$ cat config.mk
export PLATFORM = sky130hd
export DESIGN_NAME = priority_ready_queue_engine_top
export DESIGN_NICKNAME = d
export VERILOG_FILES = /design/src/rqe_pkg.sv /design/src/priority_ready_queue_engine_top.sv /design/src/rqe_slot_table.sv /design/src/rqe_ctrl.sv
export SDC_FILE = /design/constraint.sdc
export NUM_CORES = 1
export LEC_CHECK = 0
export ABC_AREA = 1
export BUFFER_PORTS_ARGS = -buffer_cell sky130_fd_sc_hd__buf_4
export CAP_MARGIN = 15
export CORE_MARGIN = 1
export CORE_UTILIZATION = 38
export CTS_CLUSTER_DIAMETER = 50
export DETAILED_ROUTE_END_ITERATION = 10
export SYNTH_ARGS = -nofsm -noshare
export SYNTH_HDL_FRONTEND = slang
export SYNTH_SLANG_ARGS = --single-unit
$ cat constraint.sdc
create_clock -name clk -period 3.3 [get_ports clk]
set_input_delay 0 -clock clk [delete_from_list [all_inputs] [get_ports clk]]
set_output_delay 0 -clock clk [all_outputs]
set_load 0.01 [all_outputs]
$ cat src/rqe_pkg.sv
`timescale 1ns / 1ps

package rqe_pkg;

  localparam int NUM_LEVELS = 8;
  localparam int NUM_SLOTS  = 32;

  localparam int LVL_W  = $clog2(NUM_LEVELS);
  localparam int SLOT_W = $clog2(NUM_SLOTS);
  // one more bit so the null marker (NUM_SLOTS) fits
  localparam int LINK_W = $clog2(NUM_SLOTS + 1);

  typedef logic [LVL_W-1:0]  lvl_t;
  typedef logic [SLOT_W-1:0] slot_t;
  typedef logic [LINK_W-1:0] link_t;
  typedef logic [1:0]        mode_t;
  typedef logic [1:0]        status_t;

  localparam link_t LINK_NIL = LINK_W'(NUM_SLOTS);

  localparam mode_t MODE_APPEND = 2'd0;
  localparam mode_t MODE_INSERT = 2'd1;
  localparam mode_t MODE_POP    = 2'd2;
  localparam mode_t MODE_REMOVE = 2'd3;

  localparam status_t ST_DONE      = 2'd0;
  localparam status_t ST_EMPTY     = 2'd1;
  localparam status_t ST_NOT_FOUND = 2'd2;
  localparam status_t ST_QUEUED    = 2'd3;

  // write request into the slot table
  typedef struct packed {
    logic  wr_next;
    logic  wr_mark;
    slot_t addr;
    link_t next_val;
    logic  mark_val;
  } wr_req_t;

  // finished item handed to the output register
  typedef struct packed {
    logic    load;
    slot_t   popped_slot;
    status_t status;
  } reply_t;

  function automatic logic link_ok(input link_t v);
    return v < LINK_NIL;
  endfunction

endpackage

$ cat src/priority_ready_queue_engine_top.sv
`timescale 1ns / 1ps

// Multilevel ready queue: one linked FIFO of slot numbers per priority level
// over a shared slot table with a single next-link read port. Items run one
// at a time: in_stall stays high from acceptance until the result is loaded
// into the output register. Append, insert and pop pass through decode and
// at most one further state before the reply; remove walks its list from the
// head, one link followed per cycle, and then detaches the found slot.
// A not-found remove replies once the walk has passed the end of the list. The
// next item can be accepted while the previous result still waits on out_stall.
module priority_ready_queue_engine_top (
  input  logic              clk,
  input  logic              rst,
  input  logic              in_valid,
  output logic              in_stall,
  input  rqe_pkg::mode_t    mode,
  input  rqe_pkg::lvl_t     level,
  input  rqe_pkg::slot_t    slot,
  output logic              out_valid,
  input  logic              out_stall,
  output rqe_pkg::slot_t    popped_slot,
  output rqe_pkg::status_t  status
);
  import rqe_pkg::*;

  logic    acc, busy, res_free, mark_rd;
  slot_t   next_addr, mark_addr;
  link_t   next_rd;
  wr_req_t wr;
  reply_t  rep;

  assign in_stall = busy;
  assign acc      = in_valid && !in_stall;
  assign res_free = !out_valid || !out_stall;

  rqe_ctrl u_ctrl (
    .clk       (clk),
    .rst       (rst),
    .acc       (acc),
    .mode      (mode),
    .level     (level),
    .slot      (slot),
    .res_free  (res_free),
    .next_rd   (next_rd),
    .mark_rd   (mark_rd),
    .next_addr (next_addr),
    .mark_addr (mark_addr),
    .wr        (wr),
    .rep       (rep),
    .busy      (busy)
  );

  rqe_slot_table u_table (
    .clk       (clk),
    .rst       (rst),
    .wr        (wr),
    .next_addr (next_addr),
    .next_rd   (next_rd),
    .mark_addr (mark_addr),
    .mark_rd   (mark_rd)
  );

  always_ff @(posedge clk) begin
    if (rst) begin
      out_valid <= 1'b0;
    end else if (rep.load) begin
      out_valid <= 1'b1;
    end else if (!out_stall) begin
      out_valid <= 1'b0;
    end
  end

  always_ff @(posedge clk) begin
    if (rep.load) begin
      popped_slot <= rep.popped_slot;
      status      <= rep.status;
    end
  end

  a_busy_after_accept: assert property (@(posedge clk) disable iff (rst)
    acc |=> in_stall)
    else $error("engine not busy after accepting an item");

  a_load_into_free_reg: assert property (@(posedge clk) disable iff (rst)
    rep.load |-> !(out_valid && out_stall))
    else $error("result loaded over a pending result");

  a_load_shows_valid: assert property (@(posedge clk) disable iff (rst)
    rep.load |=> out_valid)
    else $error("loaded result not presented");

  a_popped_only_done: assert property (@(posedge clk) disable iff (rst)
    out_valid && popped_slot != '0 |-> status == ST_DONE)
    else $error("popped slot reported with a failure status");

endmodule

$ cat src/rqe_slot_table.sv
`timescale 1ns / 1ps

module rqe_slot_table (
  input  logic             clk,
  input  logic             rst,
  input  rqe_pkg::wr_req_t wr,
  input  rqe_pkg::slot_t   next_addr,
  output rqe_pkg::link_t   next_rd,
  input  rqe_pkg::slot_t   mark_addr,
  output logic             mark_rd
);
  import rqe_pkg::*;

  link_t                next_link [NUM_SLOTS];
  logic [NUM_SLOTS-1:0] queued_mark;

  always_ff @(posedge clk) begin
    if (rst) begin
      for (int i = 0; i < NUM_SLOTS; i++) begin
        next_link[i] <= LINK_NIL;
      end
      queued_mark <= '0;
    end else begin
      if (wr.wr_next) begin
        next_link[wr.addr] <= wr.next_val;
      end
      if (wr.wr_mark) begin
        queued_mark[wr.addr] <= wr.mark_val;
      end
    end
  end

  assign next_rd = next_link[next_addr];
  assign mark_rd = queued_mark[mark_addr];

endmodule

$ cat src/rqe_ctrl.sv
`timescale 1ns / 1ps

module rqe_ctrl (
  input  logic             clk,
  input  logic             rst,
  input  logic             acc,
  input  rqe_pkg::mode_t   mode,
  input  rqe_pkg::lvl_t    level,
  input  rqe_pkg::slot_t   slot,
  input  logic             res_free,
  input  rqe_pkg::link_t   next_rd,
  input  logic             mark_rd,
  output rqe_pkg::slot_t   next_addr,
  output rqe_pkg::slot_t   mark_addr,
  output rqe_pkg::wr_req_t wr,
  output rqe_pkg::reply_t  rep,
  output logic             busy
);
  import rqe_pkg::*;

  localparam logic [2:0] S_IDLE   = 3'd0;
  localparam logic [2:0] S_DECODE = 3'd1;
  localparam logic [2:0] S_APPEND = 3'd2;
  localparam logic [2:0] S_POP    = 3'd3;
  localparam logic [2:0] S_WALK   = 3'd4;
  localparam logic [2:0] S_DETACH = 3'd5;
  localparam logic [2:0] S_REPLY  = 3'd6;

  logic [2:0] state, state_next;
  mode_t      op_mode;
  lvl_t       op_lvl;
  slot_t      op_slot;
  link_t      cur, cur_next;
  link_t      prev, prev_next;
  link_t      steps, steps_next;
  slot_t      res_slot, res_slot_next;
  status_t    res_st, res_st_next;

  link_t head_tab [NUM_LEVELS];
  link_t tail_tab [NUM_LEVELS];

  logic  head_we, tail_we;
  link_t head_val, tail_val;
  link_t head_cur, tail_cur, slot_link;

  assign head_cur  = head_tab[op_lvl];
  assign tail_cur  = tail_tab[op_lvl];
  assign slot_link = LINK_W'(op_slot);

  assign next_addr = cur[SLOT_W-1:0];
  assign mark_addr = op_slot;
  assign busy      = (state != S_IDLE);

  assign rep.load        = (state == S_REPLY) && res_free;
  assign rep.popped_slot = res_slot;
  assign rep.status      = res_st;

  always_comb begin
    state_next    = state;
    cur_next      = cur;
    prev_next     = prev;
    steps_next    = steps;
    res_slot_next = res_slot;
    res_st_next   = res_st;
    head_we       = 1'b0;
    head_val      = head_cur;
    tail_we       = 1'b0;
    tail_val      = tail_cur;
    wr            = '0;

    unique case (state)
      S_IDLE: begin
        if (acc) state_next = S_DECODE;
      end
      S_DECODE: begin
        res_slot_next = '0;
        res_st_next   = ST_DONE;
        unique case (op_mode)
          MODE_POP: begin
            if (!link_ok(head_cur)) begin
              res_st_next = ST_EMPTY;
              state_next  = S_REPLY;
            end else begin
              cur_next   = head_cur;
              state_next = S_POP;
            end
          end
          MODE_REMOVE: begin
            cur_next   = head_cur;
            prev_next  = LINK_NIL;
            steps_next = '0;
            state_next = S_WALK;
          end
          MODE_APPEND: begin
            if (mark_rd) begin
              res_st_next = ST_QUEUED;
              state_next  = S_REPLY;
            end else if (!link_ok(head_cur) || !link_ok(tail_cur)) begin
              head_we     = 1'b1;
              head_val    = slot_link;
              tail_we     = 1'b1;
              tail_val    = slot_link;
              wr.wr_next  = 1'b1;
              wr.wr_mark  = 1'b1;
              wr.addr     = op_slot;
              wr.next_val = LINK_NIL;
              wr.mark_val = 1'b1;
              state_next  = S_REPLY;
            end else begin
              // link old tail first, terminate the new slot next cycle
              wr.wr_next  = 1'b1;
              wr.addr     = tail_cur[SLOT_W-1:0];
              wr.next_val = slot_link;
              tail_we     = 1'b1;
              tail_val    = slot_link;
              state_next  = S_APPEND;
            end
          end
          MODE_INSERT: begin
            if (mark_rd) begin
              res_st_next = ST_QUEUED;
              state_next  = S_REPLY;
            end else begin
              wr.wr_next  = 1'b1;
              wr.wr_mark  = 1'b1;
              wr.addr     = op_slot;
              wr.next_val = link_ok(head_cur) ? head_cur : LINK_NIL;
              wr.mark_val = 1'b1;
              head_we     = 1'b1;
              head_val    = slot_link;
              if (!link_ok(head_cur)) begin
                tail_we  = 1'b1;
                tail_val = slot_link;
              end
              state_next = S_REPLY;
            end
          end
        endcase
      end
      S_APPEND: begin
        wr.wr_next  = 1'b1;
        wr.wr_mark  = 1'b1;
        wr.addr     = op_slot;
        wr.next_val = LINK_NIL;
        wr.mark_val = 1'b1;
        state_next  = S_REPLY;
      end
      S_POP: begin
        head_we = 1'b1;
        if (!link_ok(next_rd)) begin
          head_val = LINK_NIL;
          tail_we  = 1'b1;
          tail_val = LINK_NIL;
        end else begin
          head_val = next_rd;
        end
        wr.wr_next    = 1'b1;
        wr.wr_mark    = 1'b1;
        wr.addr       = cur[SLOT_W-1:0];
        wr.next_val   = LINK_NIL;
        wr.mark_val   = 1'b0;
        res_slot_next = cur[SLOT_W-1:0];
        state_next    = S_REPLY;
      end
      S_WALK: begin
        if (cur == slot_link) begin
          // unlink: predecessor (or head) skips over the found slot
          if (!link_ok(prev)) begin
            head_we  = 1'b1;
            head_val = link_ok(next_rd) ? next_rd : LINK_NIL;
            if (!link_ok(next_rd)) begin
              tail_we  = 1'b1;
              tail_val = LINK_NIL;
            end
          end else begin
            wr.wr_next  = 1'b1;
            wr.addr     = prev[SLOT_W-1:0];
            wr.next_val = link_ok(next_rd) ? next_rd : LINK_NIL;
            if (!link_ok(next_rd)) begin
              tail_we  = 1'b1;
              tail_val = prev;
            end
          end
          state_next = S_DETACH;
        end else if (!link_ok(cur) || steps == LINK_W'(NUM_SLOTS)) begin
          res_st_next = ST_NOT_FOUND;
          state_next  = S_REPLY;
        end else begin
          prev_next  = cur;
          cur_next   = next_rd;
          steps_next = steps + LINK_W'(1);
        end
      end
      S_DETACH: begin
        wr.wr_next  = 1'b1;
        wr.wr_mark  = 1'b1;
        wr.addr     = cur[SLOT_W-1:0];
        wr.next_val = LINK_NIL;
        wr.mark_val = 1'b0;
        state_next  = S_REPLY;
      end
      S_REPLY: begin
        if (res_free) state_next = S_IDLE;
      end
      default: begin
        state_next = S_IDLE;
      end
    endcase
  end

  always_ff @(posedge clk) begin
    if (rst) begin
      state <= S_IDLE;
      for (int i = 0; i < NUM_LEVELS; i++) begin
        head_tab[i] <= LINK_NIL;
        tail_tab[i] <= LINK_NIL;
      end
    end else begin
      state <= state_next;
      if (head_we) head_tab[op_lvl] <= head_val;
      if (tail_we) tail_tab[op_lvl] <= tail_val;
    end
  end

  always_ff @(posedge clk) begin
    if (acc && state == S_IDLE) begin
      op_mode <= mode;
      op_lvl  <= level;
      op_slot <= slot;
    end
    cur      <= cur_next;
    prev     <= prev_next;
    steps    <= steps_next;
    res_slot <= res_slot_next;
    res_st   <= res_st_next;
  end

endmodule

[After elaboration in Yosys (flattened, before gate mapping)]
Memories as Yosys holds them, arrays and structs flattened. A register that Yosys moved wholly into a read port is not among the register bits.
Index checks and enable logic that the tools add are counted.
Operators by class
  add/sub/neg operators: 1
  $lt $le $gt $ge: 8
  equality and inequality tests: 21
  mux-type cells: 102
  reduce and logical (&&, ||, !) cells: 28
Operator list (count)
  two-way mux 6 bit: 26
  one-hot mux 6 bit (2 select lines): 6
  one-hot mux 11 bit (4 select lines): 1
  one-hot mux 6 bit (3 select lines): 2
  two-way mux 11 bit: 3
  two-way mux 3 bit: 11
  bitwise mux 32 bit: 1
  < comparator 6 bit, second input constant: 5
  two-way mux 1 bit: 30
  two-way mux 14 bit: 2
  one-hot mux 14 bit (2 select lines): 1
  OR reduction 6 bit: 3
  one-hot mux 3 bit (5 select lines): 1
  < comparator 5 x 6 -> 1 bit, second input constant: 2
  one-hot mux 3 bit (4 select lines): 1
  two-way mux 5 bit: 2
  one-hot mux 5 bit (2 select lines): 1
  equality test 3 bit, second input constant: 3
  one-hot mux 1 bit (3 select lines): 3
  != test 2 x 1 -> 1 bit, second input constant: 4
  one-hot mux 1 bit (2 select lines): 4
  one-hot mux 2 bit (2 select lines): 2
  adder 6 x 1 -> 6 bit, second input constant: 1
  equality test 3 x 2 -> 1 bit, second input constant: 2
  25 further kinds: 43
Storage, ports and cells
  register bits after elaboration: 78
  RAM bits: 288
  output and inout port bits: 9
  word-level logic and storage cells: 176
  memories: 3
Memory list
  u_table.next_link: words 32, bits a word 6, rd ports 1, clocked after memory_dff 1, write ports 32, line rqe_slot_table.sv:14  | link_t next_link [NUM_SLOTS];
  u_ctrl.head_tab: words 8, bits a word 6, rd ports 1, clocked after memory_dff 1, write ports 8, line rqe_ctrl.sv:39  | link_t head_tab [NUM_LEVELS];
  u_ctrl.tail_tab: words 8, bits a word 6, rd ports 1, clocked after memory_dff 1, write ports 8, line rqe_ctrl.sv:40  | link_t tail_tab [NUM_LEVELS];

[Logic depth before layout (Yosys ltp)]
Gate-level depths: netlist of run 1.
  word-level depth: 12
  depth in mapped cells: 20

[Modules after synthesis]
Synthesis of run 1 repeated with hierarchy kept, for this count alone.
Second synthesis, totals
  cells, all modules: 2124
  area, all modules: 18562.8 µm²
Modules (own cells, without submodules)
  rqe_slot_table: instances 1, cells each 1235, area each 10686.5 µm²
  rqe_ctrl: instances 1, cells each 876, area each 7619.8 µm²
  priority_ready_queue_engine_top: instances 1, cells each 13, area each 256.5 µm²

[Least setup slack after synthesis of run 1]
OpenSTA, ideal clock, no wires.
  path type: register to register
  start point: register u_ctrl.op_slot[0] (netlist: u_ctrl.mark_addr[0])
  end point: memory u_table.next_link[1][0] (netlist name), enable pin
  data arrival time: 2.301 ns
  path slack: 0.680 ns
  stages on the path, launching flop included: 19
  buffers on the path: 3
  clock period less this slack: 2.620 ns
  cell sequence: edfxtp_1 buf_6 buf_6 nand2_1 nand3_1 nand3_1 nand3_1 nand3_2 nand2_2 buf_6 nand3_1 nand2_1 nand2_1 nand2_2 nor2_4 nand2_4 nor2_4 nand2_1 nand2_1
RTL lines
  start: declaration: line rqe_ctrl.sv:32  | slot_t op_slot;
  start signal: assignment: line rqe_ctrl.sv:229  | op_slot <= slot;
  end: declaration: line rqe_slot_table.sv:14

==> results of run 1 <==
## where the power goes
part	switching [uW]	total [uW]	internal [uW]
sequential	276	5930	5660
clock	1960	4930	2960
combinational	5780	8010	2230
total	8020	18900	10800
## stage by stage
| stage | cells | util, % | setup TNS (ns) |
|---|---|---|---|
| floorplan | 2027 | - | 0 |
| global placement | 2646 | 41.36 | 0 |
| detailed placement | 2646 | 41.36 | -0.1850 |
| CTS | 2741 | 44.75 | 0 |
| global route | 2748 | 45.08 | -3.614 |
| finish | 2748 | 45.08 | 0 |
## flip-flops by register name, indices dropped and copies added, names as in the netlist, named ones only
| name | count |
|---|---|
| u_ctrl.res_st | 2 |
| out_valid | 1 |
| status | 2 |
| u_ctrl.tail_tab | 48 |
| popped_slot | 5 |
| u_ctrl.mark_addr | 5 |
| u_table.next_link | 192 |
| u_ctrl.head_tab | 48 |
| u_ctrl.op_mode | 2 |
| u_table.queued_mark | 32 |
| u_ctrl.state | 3 |
| u_ctrl.steps | 6 |
| u_ctrl.op_lvl | 3 |
| u_ctrl.res_slot | 5 |
| u_ctrl.prev | 6 |
| u_ctrl.cur | 6 |
## cells in the final DEF, fill, tap and decap left out, drive strengths merged
cell type / instances
inv: 171
and2: 1
clkbuf: 62
dfxtp: 44
nor2: 426
nand3: 159
clkinv: 10
nand2: 417
dlygate4sd3: 15
o21bai: 1
xor2: 2
a41oi: 1
o21ai: 160
bufinv: 4
o221ai: 39
nand3b: 2
a21oi: 60
buf: 126
a211oi: 3
o21a: 4
a22oi: 2
a31oi: 2
nor3: 17
a21boi: 1
o2111ai: 3
ha: 2
o22ai: 34
a32oi: 1
o211ai: 15
nor4: 1
clkinvlp: 2
nand4: 16
edfxtp: 330
## synth_stat cells (2+ instances only)
library cell / count
a211oi_1: 2
a21oi_1: 59
a22oi_1: 2
a31oi_1: 2
buf_1: 3
buf_2: 41
buf_4: 7
buf_6: 8
clkbuf_1: 55
dfxtp_1: 44
edfxtp_1: 330
ha_1: 2
inv_1: 152
inv_2: 16
nand2_1: 378
nand2_2: 35
nand2_4: 4
nand3_1: 154
nand3_2: 3
nand3_4: 2
nand3b_1: 2
nand4_1: 16
nor2_1: 388
nor2_2: 18
nor2_4: 20
nor3_1: 17
o2111ai_1: 3
o211ai_1: 15
o21a_1: 4
o21ai_0: 152
o21ai_1: 7
o221ai_1: 39
o22ai_1: 34
xor2_1: 2
## final cells by class
class / count / area share, %
Clock inverter: 18 / 1.021
Inverter: 169 / 2.953
Multi-Input combinational cell: 1369 / 30.71
Clock buffer: 62 / 5.796
Sequential cell: 374 / 50.04
Tap cell: 615 / 3.568
Timing Repair Buffer: 141 / 5.912
## metal layers
metal / part of all wire (%) / up-vias
li1: - / 7047
met1: 43 / 7163
met2: 48 / 555
met3: 6.3 / 88
met4: 2.5 / 0
met5: 0 / -
## logic make-up after synthesis
family / after synthesis / share of synthesized area (%)
flops: 374 / 58.38
buf+inv: 284 / 6.519
simple gates: 1039 / 24.49
xor+xnor: 2 / 0.09479
compound gates: 326 / 10.38
fa+ha+maj: 2 / 0.1354
## how the worst max path moves through the flow
stage / depth (start not counted) / start / slack (ns) / end
floorplan: 18 / u_ctrl.mark_addr[0] / 0.68 / u_table.next_link[1][0]
global route: 16 / u_ctrl.mark_addr[0] / -0.1 / u_ctrl.head_tab[5][5]
detailed placement: 14 / flop / -0.03 / u_table.next_link[18][1]
finish: 16 / u_ctrl.mark_addr[0] / 0.15 / u_ctrl.head_tab[5][0]
CTS: 17 / flop / 0.04 / u_table.next_link[3][5]
global placement: 14 / flop / 0.04 / u_table.next_link[18][1]
## timing repair
item / in CTS / in global routing
cloned: 0 / 0
setup endpoints to repair: 6 / 248
gates resized for setup: 1 / 28
hold buffers: 15 / 0
endpoints found under the hold margin: 56 / 0
pin swaps: 0 / 2
buffers inserted: 0 / 7
## worst max-delay path: stages, from the launching register on
cell and delay [ns]:
edfxtp_1 0.42, buf_4 0.24, nand2_1 0.09, nand2_1 0.07, nand2_1 0.08, nand3_1 0.08
nand3_1 0.11, nand3_2 0.10, nand2_2 0.21, nand2_2 0.13, a21oi_1 0.21, nand2_1 0.13
nand2_1 0.08, nand2_1 0.20, nor2_1 0.30, inv_1 0.13, nand2_1 0.22
==> impl_results.html, run 1 <==
<table>
<tr><th>Metric</th><th>Value</th></tr>
<tr><th colspan="2">Timing</th></tr>
<tr><td>Final Hold Violating Endpoints</td><td>0</td></tr>
<tr><td>Worst Skew</td><td>0.01918 ns</td></tr>
<tr><td>Smallest setup slack after layout</td><td>0.1484 ns</td></tr>
<tr><td>Transition time at the pin with the least slew margin</td><td>0.8777 ns</td></tr>
<tr><td>Worst-case hold slack</td><td>0.1482 ns</td></tr>
<tr><td>Minimum clock period</td><td>3.152 ns</td></tr>
<tr><td>Post-route clock period utilization</td><td>95.50%</td></tr>
<tr><td>Setup repair after global routing missed its margin</td><td>yes</td></tr>
<tr><td>Max Slew Vio Count</td><td>0</td></tr>
<tr><td>Highest attainable clock frequency</td><td>317.3 MHz</td></tr>
<tr><td>Final setup viols</td><td>0</td></tr>
<tr><td>Worst slew margin relative to its limit</td><td>41.43%</td></tr>
<tr><th colspan="2">Routing</th></tr>
<tr><td>Routed wirelength normalized by instance count</td><td>19.23 um</td></tr>
<tr><td>Detailed-route vias per instance</td><td>5.405</td></tr>
<tr><td>Number of vias after detailed routing</td><td>14850</td></tr>
<tr><td>Count of TritonRoute iterations in the first routing pass</td><td>6</td></tr>
<tr><td>Routed Antenna Nets</td><td>0</td></tr>
<tr><td>Detailed-route DRC error count</td><td>0</td></tr>
<tr><td>Violation count after the first detailed-routing iteration</td><td>1338</td></tr>
<tr><td>Total Routed Length</td><td>52850 um</td></tr>
<tr><th colspan="2">Setup path</th></tr>
<tr><td>Category of the worst setup path launch point</td><td>flop</td></tr>
<tr><td>Reg2Reg Capture Point</td><td>u_ctrl.head_tab[5][0]</td></tr>
<tr><td>Arrival time reported for the critical path endpoint</td><td>3.41 ns</td></tr>
<tr><td>Worst-path fanout max</td><td>19</td></tr>
<tr><td>Cell count of the worst reg-to-reg path</td><td>16</td></tr>
<tr><td>Crit Path Category</td><td>reg2reg</td></tr>
<tr><td>Critical path data required time</td><td>3.56 ns</td></tr>
<tr><td>Type of element capturing the critical path</td><td>flop</td></tr>
<tr><td>Setup slack of the worst register-to-register path</td><td>0.15 ns</td></tr>
<tr><td>R2r startpoint</td><td>u_ctrl.mark_addr[0]</td></tr>
<tr><th colspan="2">Logic synthesis</th></tr>
<tr><td>Synth Instances</td><td>2027</td></tr>
<tr><td>Share of Yosys cell area claimed by the top area cell type</td><td>53.61%</td></tr>
<tr><td>Count of state elements after synthesis</td><td>374</td></tr>
<tr><td>Library cell occupying the most area in the post-synthesis netlist</td><td>edfxtp_1</td></tr>
<tr><td>Post-synth EDFFs</td><td>330</td></tr>
<tr><td>Sequential cell area fraction in the yosys report</td><td>58.38%</td></tr>
<tr><td>Average footprint of a synthesized cell</td><td>9.118 um2</td></tr>
<tr><td>Post-synth design cell area</td><td>18480 um2</td></tr>
<tr><td>Yosys warns</td><td>0</td></tr>
<tr><td>Synth area leaders</td><td>edfxtp_1 54%, nor2_1 7.9%, nand2_1 7.7%</td></tr>
<tr><td>Post-synthesis cell type count</td><td>45</td></tr>
<tr><td>Async set-or-reset flop fraction in the synthesized netlist</td><td>0%</td></tr>
<tr><td>Net count of the mapped netlist</td><td>2043</td></tr>
<tr><td>Top flip-flop cell by instance count after synthesis</td><td>edfxtp_1</td></tr>
<tr><th colspan="2">CTS</th></tr>
<tr><td>Clk slew on worst S/H paths</td><td>0.06 ns</td></tr>
<tr><td>CTS H-tree lvls</td><td>2</td></tr>
<tr><td>CTS sink count</td><td>374</td></tr>
<tr><td>Number of clock buffers inserted by TritonCTS</td><td>43</td></tr>
<tr><td>Clock tree from TritonCTS</td><td>yes</td></tr>
<tr><td>Clock latency of the later-clocked register in the worst-skew pair</td><td>0.58 ns</td></tr>
<tr><td>Maximum clock path buffer count</td><td>3</td></tr>
<tr><td>Buffer type at the clock tree root</td><td>clkbuf_16</td></tr>
<tr><th colspan="2">Power</th></tr>
<tr><td>Ratio of total power to cell area</td><td>874.8 nW/um2</td></tr>
<tr><td>Leakage power of the design</td><td>0.007915 uW</td></tr>
<tr><td>Tot Pwr</td><td>18870 uW</td></tr>
<tr><td>Peak supply drop</td><td>685.3 uV</td></tr>
<tr><th colspan="2">Layout</th></tr>
<tr><td>Fraction of final layout cells with drive strength greater than 1</td><td>15.24%</td></tr>
<tr><td>Combined area of the multi-input logic cells</td><td>6624 um2</td></tr>
<tr><td>Diodes inserted</td><td>0</td></tr>
<tr><td>Synth-to-Final Area Change</td><td>16.69%</td></tr>
<tr><td>Cell area after layout</td><td>21570 um2</td></tr>
<tr><td>Register cell area after layout</td><td>10790 um2</td></tr>
<tr><td>Number of nets in the layout</td><td>2114</td></tr>
<tr><td>Final-layout fill cell count</td><td>4594</td></tr>
<tr><th colspan="2">Placed design</th></tr>
<tr><td>Instance area at placement</td><td>19790 um2</td></tr>
<tr><td>I/O Buffers</td><td>22</td></tr>
<tr><td>Placer's final routability congestion estimate</td><td>0.9401</td></tr>
<tr><td>Dpl hpwl</td><td>36660 um</td></tr>
<tr><td>Worst setup slack before clock tree synthesis</td><td>-0.03092 ns</td></tr>
<tr><th colspan="2">Worst hold path</th></tr>
<tr><td>End point of the worst hold path</td><td>u_ctrl.op_mode[0]</td></tr>
<tr><td>Hold Startpoint</td><td>mode[0]</td></tr>
<tr><td>Hold/Removal Path Class</td><td>in2reg</td></tr>
<tr><td>Instance count along the most critical hold path</td><td>2</td></tr>
<tr><th colspan="2">Global routing</th></tr>
<tr><td>Pin count of the biggest net entering global routing</td><td>92</td></tr>
<tr><td>Global route total overflow</td><td>0</td></tr>
<tr><td>Via count of the first global-routing pass</td><td>14430</td></tr>
<tr><td>Antenna violations before repair</td><td>0</td></tr>
<tr><td>Most crowded layer after global routing</td><td>met2</td></tr>
<tr><td>GR Util met3</td><td>2.803%</td></tr>
<tr><td>Global routing usage summed across all routing layers</td><td>21.43%</td></tr>
<tr><td>Wire length of the first global-routing pass</td><td>82240 um</td></tr>
<tr><td>Routing usage on met2</td><td>35.24%</td></tr>
<tr><td>GR met1 Demand/Resource</td><td>29.03%</td></tr>
<tr><th colspan="2">Status</th></tr>
<tr><td>Result of the run</td><td>complete, no violations</td></tr>
<tr><th colspan="2">Floorplan</th></tr>
<tr><td>Core footprint</td><td>47850 um2</td></tr>
<tr><td>Die height</td><td>222.5 um</td></tr>
<tr><td>Starting utilization of the core area</td><td>38.63%</td></tr>
<tr><td>Count of standard-cell rows</td><td>80</td></tr>
<tr><td>Die area</td><td>49520 um2</td></tr>
<tr><td>Number of top-level pins</td><td>23</td></tr>
<tr><td>Width of the chip</td><td>222.5 um</td></tr>
<tr><th colspan="2">Run</th></tr>
<tr><td>Max-capacitance violation count</td><td>0</td></tr>
</table>
No activity file was read; power rests on OpenSTA's default activity.
==> run 2: changes to the inputs <==
--- a/config.mk
+++ b/config.mk
@@ -12,6 +12,7 @@
 export CORE_UTILIZATION = 38
 export CTS_CLUSTER_DIAMETER = 50
 export DETAILED_ROUTE_END_ITERATION = 10
+export PLACE_DENSITY_LB_ADDON = 0.3
 export SYNTH_ARGS = -nofsm -noshare
 export SYNTH_HDL_FRONTEND = slang
 export SYNTH_SLANG_ARGS = --single-unit
==> run 2 against run 1 <==
  * Critical path depth decreased by 1
  * Global-route usage decreased by 0.16 points
  * Register-to-register slack better by 0.04 ns
  * Sequential power about the same
  * Sequential share of layout area is 0.29 points higher
==> impl_results.html, run 2 (synthesized netlist as in run 1, its figures left out) <==
<table>
<tr><th>Metric</th><th>Value</th></tr>
<tr><th colspan="2">Setup path</th></tr>
<tr><td>Arrival time reported for the critical path endpoint</td><td>3.35 ns (was 3.41 ns)</td></tr>
<tr><td>CP cell instances</td><td>inv_2 &gt; buf_12 &gt; buf_4 &gt; nor2_1 &gt; o221ai_1 &gt; nand3_1 &gt; nand3_1 &gt; nand2_2 &gt; inv_2 &gt; nand2_1 &gt; o21ai_2 &gt; nand2_2 &gt; nor2_2 &gt; inv_1 &gt; nand2_1 (was buf_4 &gt; nand2_1 &gt; nand2_1 &gt; nand2_1 &gt; nand3_1 &gt; nand3_1 &gt; nand3_2 &gt; nand2_2 &gt; nand2_2 &gt; a21oi_1 &gt; nand2_1 &gt; nand2_1 &gt; nand2_1 &gt; nor2_1 &gt; inv_1 &gt; nand2_1)</td></tr>
<tr><td>Slowest CP cell</td><td>dfxtp_2 (was edfxtp_1)</td></tr>
<tr><td>Critical path buffers and inverters</td><td>5 (was 2)</td></tr>
<tr><td>Setup slack of the worst register-to-register path</td><td>0.19 ns (was 0.15 ns)</td></tr>
<tr><td>Type of element capturing the critical path</td><td>flop (unchanged)</td></tr>
<tr><td>Crit Path Category</td><td>reg2reg (unchanged)</td></tr>
<tr><td>Critical path data required time</td><td>3.54 ns (was 3.56 ns)</td></tr>
<tr><td>Worst-path fanout max</td><td>34 (was 19)</td></tr>
<tr><td>Category of the worst setup path launch point</td><td>flop (unchanged)</td></tr>
<tr><td>Reg2Reg Capture Point</td><td>u_ctrl.tail_tab[2][3] (was u_ctrl.head_tab[5][0])</td></tr>
<tr><td>Dominant delay contributor by cell family on the critical path</td><td>simple AND/OR/NAND/NOR gates (unchanged)</td></tr>
<tr><td>Cell count of the worst reg-to-reg path</td><td>15 (was 16)</td></tr>
<tr><td>Slowest Stage Delay on Critical Path</td><td>0.34 ns (was 0.42 ns)</td></tr>
<tr><th colspan="2">Worst hold path</th></tr>
<tr><td>End point of the worst hold path</td><td>u_ctrl.op_mode[1] (was u_ctrl.op_mode[0])</td></tr>
<tr><td>Hold Startpoint</td><td>mode[1] (was mode[0])</td></tr>
<tr><td>Hold/Removal Path Class</td><td>in2reg (unchanged)</td></tr>
<tr><td>Instance count along the most critical hold path</td><td>2 (unchanged)</td></tr>
<tr><th colspan="2">Layout</th></tr>
<tr><td>Most common library cell in the layout ignoring fill and taps</td><td>nor2_1 (unchanged)</td></tr>
<tr><td>Fraction of final layout cells with drive strength greater than 1</td><td>14.85% (was 15.24%)</td></tr>
<tr><td>Non-filler instance count after layout</td><td>2743 (was 2748)</td></tr>
<tr><td>Diodes inserted</td><td>0 (unchanged)</td></tr>
<tr><td>Commonest non-fill, non-tap cells in the layout</td><td>384 x nor2_1, 364 x nand2_1, 330 x edfxtp_1 (was 383 x nor2_1, 365 x nand2_1, 330 x edfxtp_1)</td></tr>
<tr><td>Largest register by flop count</td><td>u_table.next_link (unchanged)</td></tr>
<tr><td>Number of nets in the layout</td><td>2108 (was 2114)</td></tr>
<tr><td>Number of flip-flops under the largest register name</td><td>192 (unchanged)</td></tr>
<tr><td>Layout Utilization</td><td>44.82% (was 45.08%)</td></tr>
<tr><td>Biggest regs</td><td>u_table.next_link (192), u_ctrl.head_tab (48), u_ctrl.tail_tab (48) (unchanged)</td></tr>
<tr><td>Synth-to-Final Area Change</td><td>16.02% (was 16.69%)</td></tr>
<tr><th colspan="2">Routing</th></tr>
<tr><td>Number of vias after detailed routing</td><td>14990 (was 14850)</td></tr>
<tr><td>Violation count after the first detailed-routing iteration</td><td>1476 (was 1338)</td></tr>
<tr><td>Count of TritonRoute iterations in the first routing pass</td><td>5 (was 6)</td></tr>
<tr><td>Routed wirelength normalized by instance count</td><td>19.29 um (was 19.23 um)</td></tr>
<tr><td>Routed Antenna Nets</td><td>0 (unchanged)</td></tr>
<tr><td>Total Routed Length</td><td>52910 um (was 52850 um)</td></tr>
<tr><td>Detailed-route DRC error count</td><td>0 (unchanged)</td></tr>
<tr><td>Detailed-route vias per instance</td><td>5.466 (was 5.405)</td></tr>
<tr><th colspan="2">Timing</th></tr>
<tr><td>Worst Skew</td><td>0.03434 ns (was 0.01918 ns)</td></tr>
<tr><td>Worst-case hold slack</td><td>0.1355 ns (was 0.1482 ns)</td></tr>
<tr><td>Highest attainable clock frequency</td><td>321.4 MHz (was 317.3 MHz)</td></tr>
<tr><td>Transition time at the pin with the least slew margin</td><td>0.9078 ns (was 0.8777 ns)</td></tr>
<tr><td>Final Hold Violating Endpoints</td><td>0 (unchanged)</td></tr>
<tr><td>Post-route clock period utilization</td><td>94.29% (was 95.50%)</td></tr>
<tr><td>Final setup viols</td><td>0 (unchanged)</td></tr>
<tr><td>Setup repair after global routing missed its margin</td><td>yes (unchanged)</td></tr>
<tr><td>Minimum clock period</td><td>3.112 ns (was 3.152 ns)</td></tr>
<tr><td>Max Slew Vio Count</td><td>0 (unchanged)</td></tr>
<tr><td>Worst slew margin relative to its limit</td><td>39.48% (was 41.43%)</td></tr>
<tr><th colspan="2">Floorplan</th></tr>
<tr><td>Width of the chip</td><td>222.5 um (unchanged)</td></tr>
<tr><td>Number of top-level pins</td><td>23 (unchanged)</td></tr>
<tr><td>Die height</td><td>222.5 um (unchanged)</td></tr>
<tr><td>Die area</td><td>49520 um2 (unchanged)</td></tr>
<tr><td>Count of standard-cell rows</td><td>80 (unchanged)</td></tr>
<tr><td>Starting utilization of the core area</td><td>38.63% (unchanged)</td></tr>
<tr><td>Core footprint</td><td>47850 um2 (unchanged)</td></tr>
<tr><th colspan="2">Status</th></tr>
<tr><td>Result of the run</td><td>complete, no violations (unchanged)</td></tr>
<tr><th colspan="2">Placed design</th></tr>
<tr><td>Placer's final routability congestion estimate</td><td>0.9590 (was 0.9401)</td></tr>
<tr><td>Total instance count after detailed placement</td><td>2640 (was 2646)</td></tr>
<tr><td>I/O Buffers</td><td>22 (unchanged)</td></tr>
<tr><td>Dpl hpwl</td><td>36460 um (was 36660 um)</td></tr>
<tr><th colspan="2">CTS</th></tr>
<tr><td>Clock tree from TritonCTS</td><td>yes (unchanged)</td></tr>
<tr><td>Buffer type at the clock tree root</td><td>clkbuf_16 (unchanged)</td></tr>
<tr><td>CTS sink count</td><td>374 (unchanged)</td></tr>
<tr><td>Clk slew on worst S/H paths</td><td>0.06 ns (about the same)</td></tr>
<tr><td>Maximum clock path buffer count</td><td>3 (unchanged)</td></tr>
<tr><td>CTS H-tree lvls</td><td>2 (unchanged)</td></tr>
<tr><td>Clock latency of the later-clocked register in the worst-skew pair</td><td>0.59 ns (was 0.58 ns)</td></tr>
<tr><td>Number of clock buffers inserted by TritonCTS</td><td>45 (was 43)</td></tr>
<tr><th colspan="2">Power</th></tr>
<tr><td>Ratio of total power to cell area</td><td>877.3 nW/um2 (was 874.8 nW/um2)</td></tr>
<tr><td>Peak supply drop</td><td>632.0 uV (was 685.3 uV)</td></tr>
<tr><td>Tot Pwr</td><td>18810 uW (was 18870 uW)</td></tr>
<tr><td>Leakage power of the design</td><td>0.007820 uW (was 0.007915 uW)</td></tr>
<tr><th colspan="2">Global routing</th></tr>
<tr><td>Via count of the first global-routing pass</td><td>14400 (was 14430)</td></tr>
<tr><td>Global routing usage summed across all routing layers</td><td>21.27% (was 21.43%)</td></tr>
<tr><td>Wire length of the first global-routing pass</td><td>81920 um (was 82240 um)</td></tr>
<tr><td>Antenna violations before repair</td><td>0 (unchanged)</td></tr>
<tr><td>Global route total overflow</td><td>0 (unchanged)</td></tr>
<tr><td>Pin count of the biggest net entering global routing</td><td>49 (was 92)</td></tr>
<tr><th colspan="2">Run</th></tr>
<tr><td>Max-capacitance violation count</td><td>0 (unchanged)</td></tr>
</table>
run 2: power by group:
group	switching [uW]	internal [uW]
clock network	2030	2760
logic	5810	2290
registers	262	5660
total	8100	10700
run 2: worst max-delay path by stage:
| stage | startpoint | endpoint | slack [ns] | depth (start not counted) |
|---|---|---|---|---|
| after detailed placement | flop | u_table.next_link[3][0] | 0.10 | 17 |
| after floorplan | u_ctrl.mark_addr[0] | u_table.next_link[1][0] | 0.68 | 18 |
| after global routing | flop | u_ctrl.head_tab[3][3] | -0.05 | 16 |
| final | flop | u_ctrl.tail_tab[2][3] | 0.19 | 15 |
| after global placement | flop | u_table.next_link[17][1] | 0.09 | 13 |
| after CTS | flop | u_table.next_link[21][1] | 0.06 | 13 |
run 2: layout make-up:
| class | count | area [um2] |
|---|---|---|
| tap | 615 | 769.5 |
| inverter | 169 | 638.1 |
| clock inverter | 33 | 272.8 |
| fill | 4541 | 26400 |
| sequential | 374 | 10790 |
| timing repair buffer | 132 | 1187 |
| clock buffer | 50 | 1145 |
| multi-input combinational | 1370 | 6639 |
run 2: per-stage QoR:
| stage | setup WS (ns) | setup TNS [ns] | instance area, um2 |
|---|---|---|---|
| after global placement | 0.08996 | 0 | 19710 |
| after CTS | 0.05878 | 0 | 21270 |
| final | 0.1885 | 0 | 21440 |
| after detailed placement | 0.1049 | 0 | 19710 |
| after global routing | -0.04698 | -0.6272 | 21440 |
| after floorplan | 0.6804 | 0 | 18480 |
run 2: routing by layer:
metal | up-vias | track usage [%] | share of wire [%]
met2 | 656 | 35.07 | 47
met1 | 7184 | 28.57 | 42
met5 | - | 0 | 0
met4 | 0 | 6.274 | 2.7
met3 | 112 | 3.756 | 8.3
li1 | 7042 | - | -
run 2: repair_timing:
item                                   in CTS  in global routing
hold buffers                               14                  0
resized for setup                           0                 31
setup buffers                               0                  5
setup endpoints to repair                   0                239
endpoints found under the hold margin      56                  0
run 2: worst register-to-register path, cell delays in order, from the launching register on:
cell      delay, ns
dfxtp_2        0.34
inv_2          0.19
buf_12         0.22
buf_4          0.20
nor2_1         0.05
o221ai_1       0.28
nand3_1        0.18
nand3_1        0.13
nand2_2        0.13
inv_2          0.14
nand2_1        0.10
o21ai_2        0.08
nand2_2        0.19
nor2_2         0.21
inv_1          0.11
nand2_1        0.23
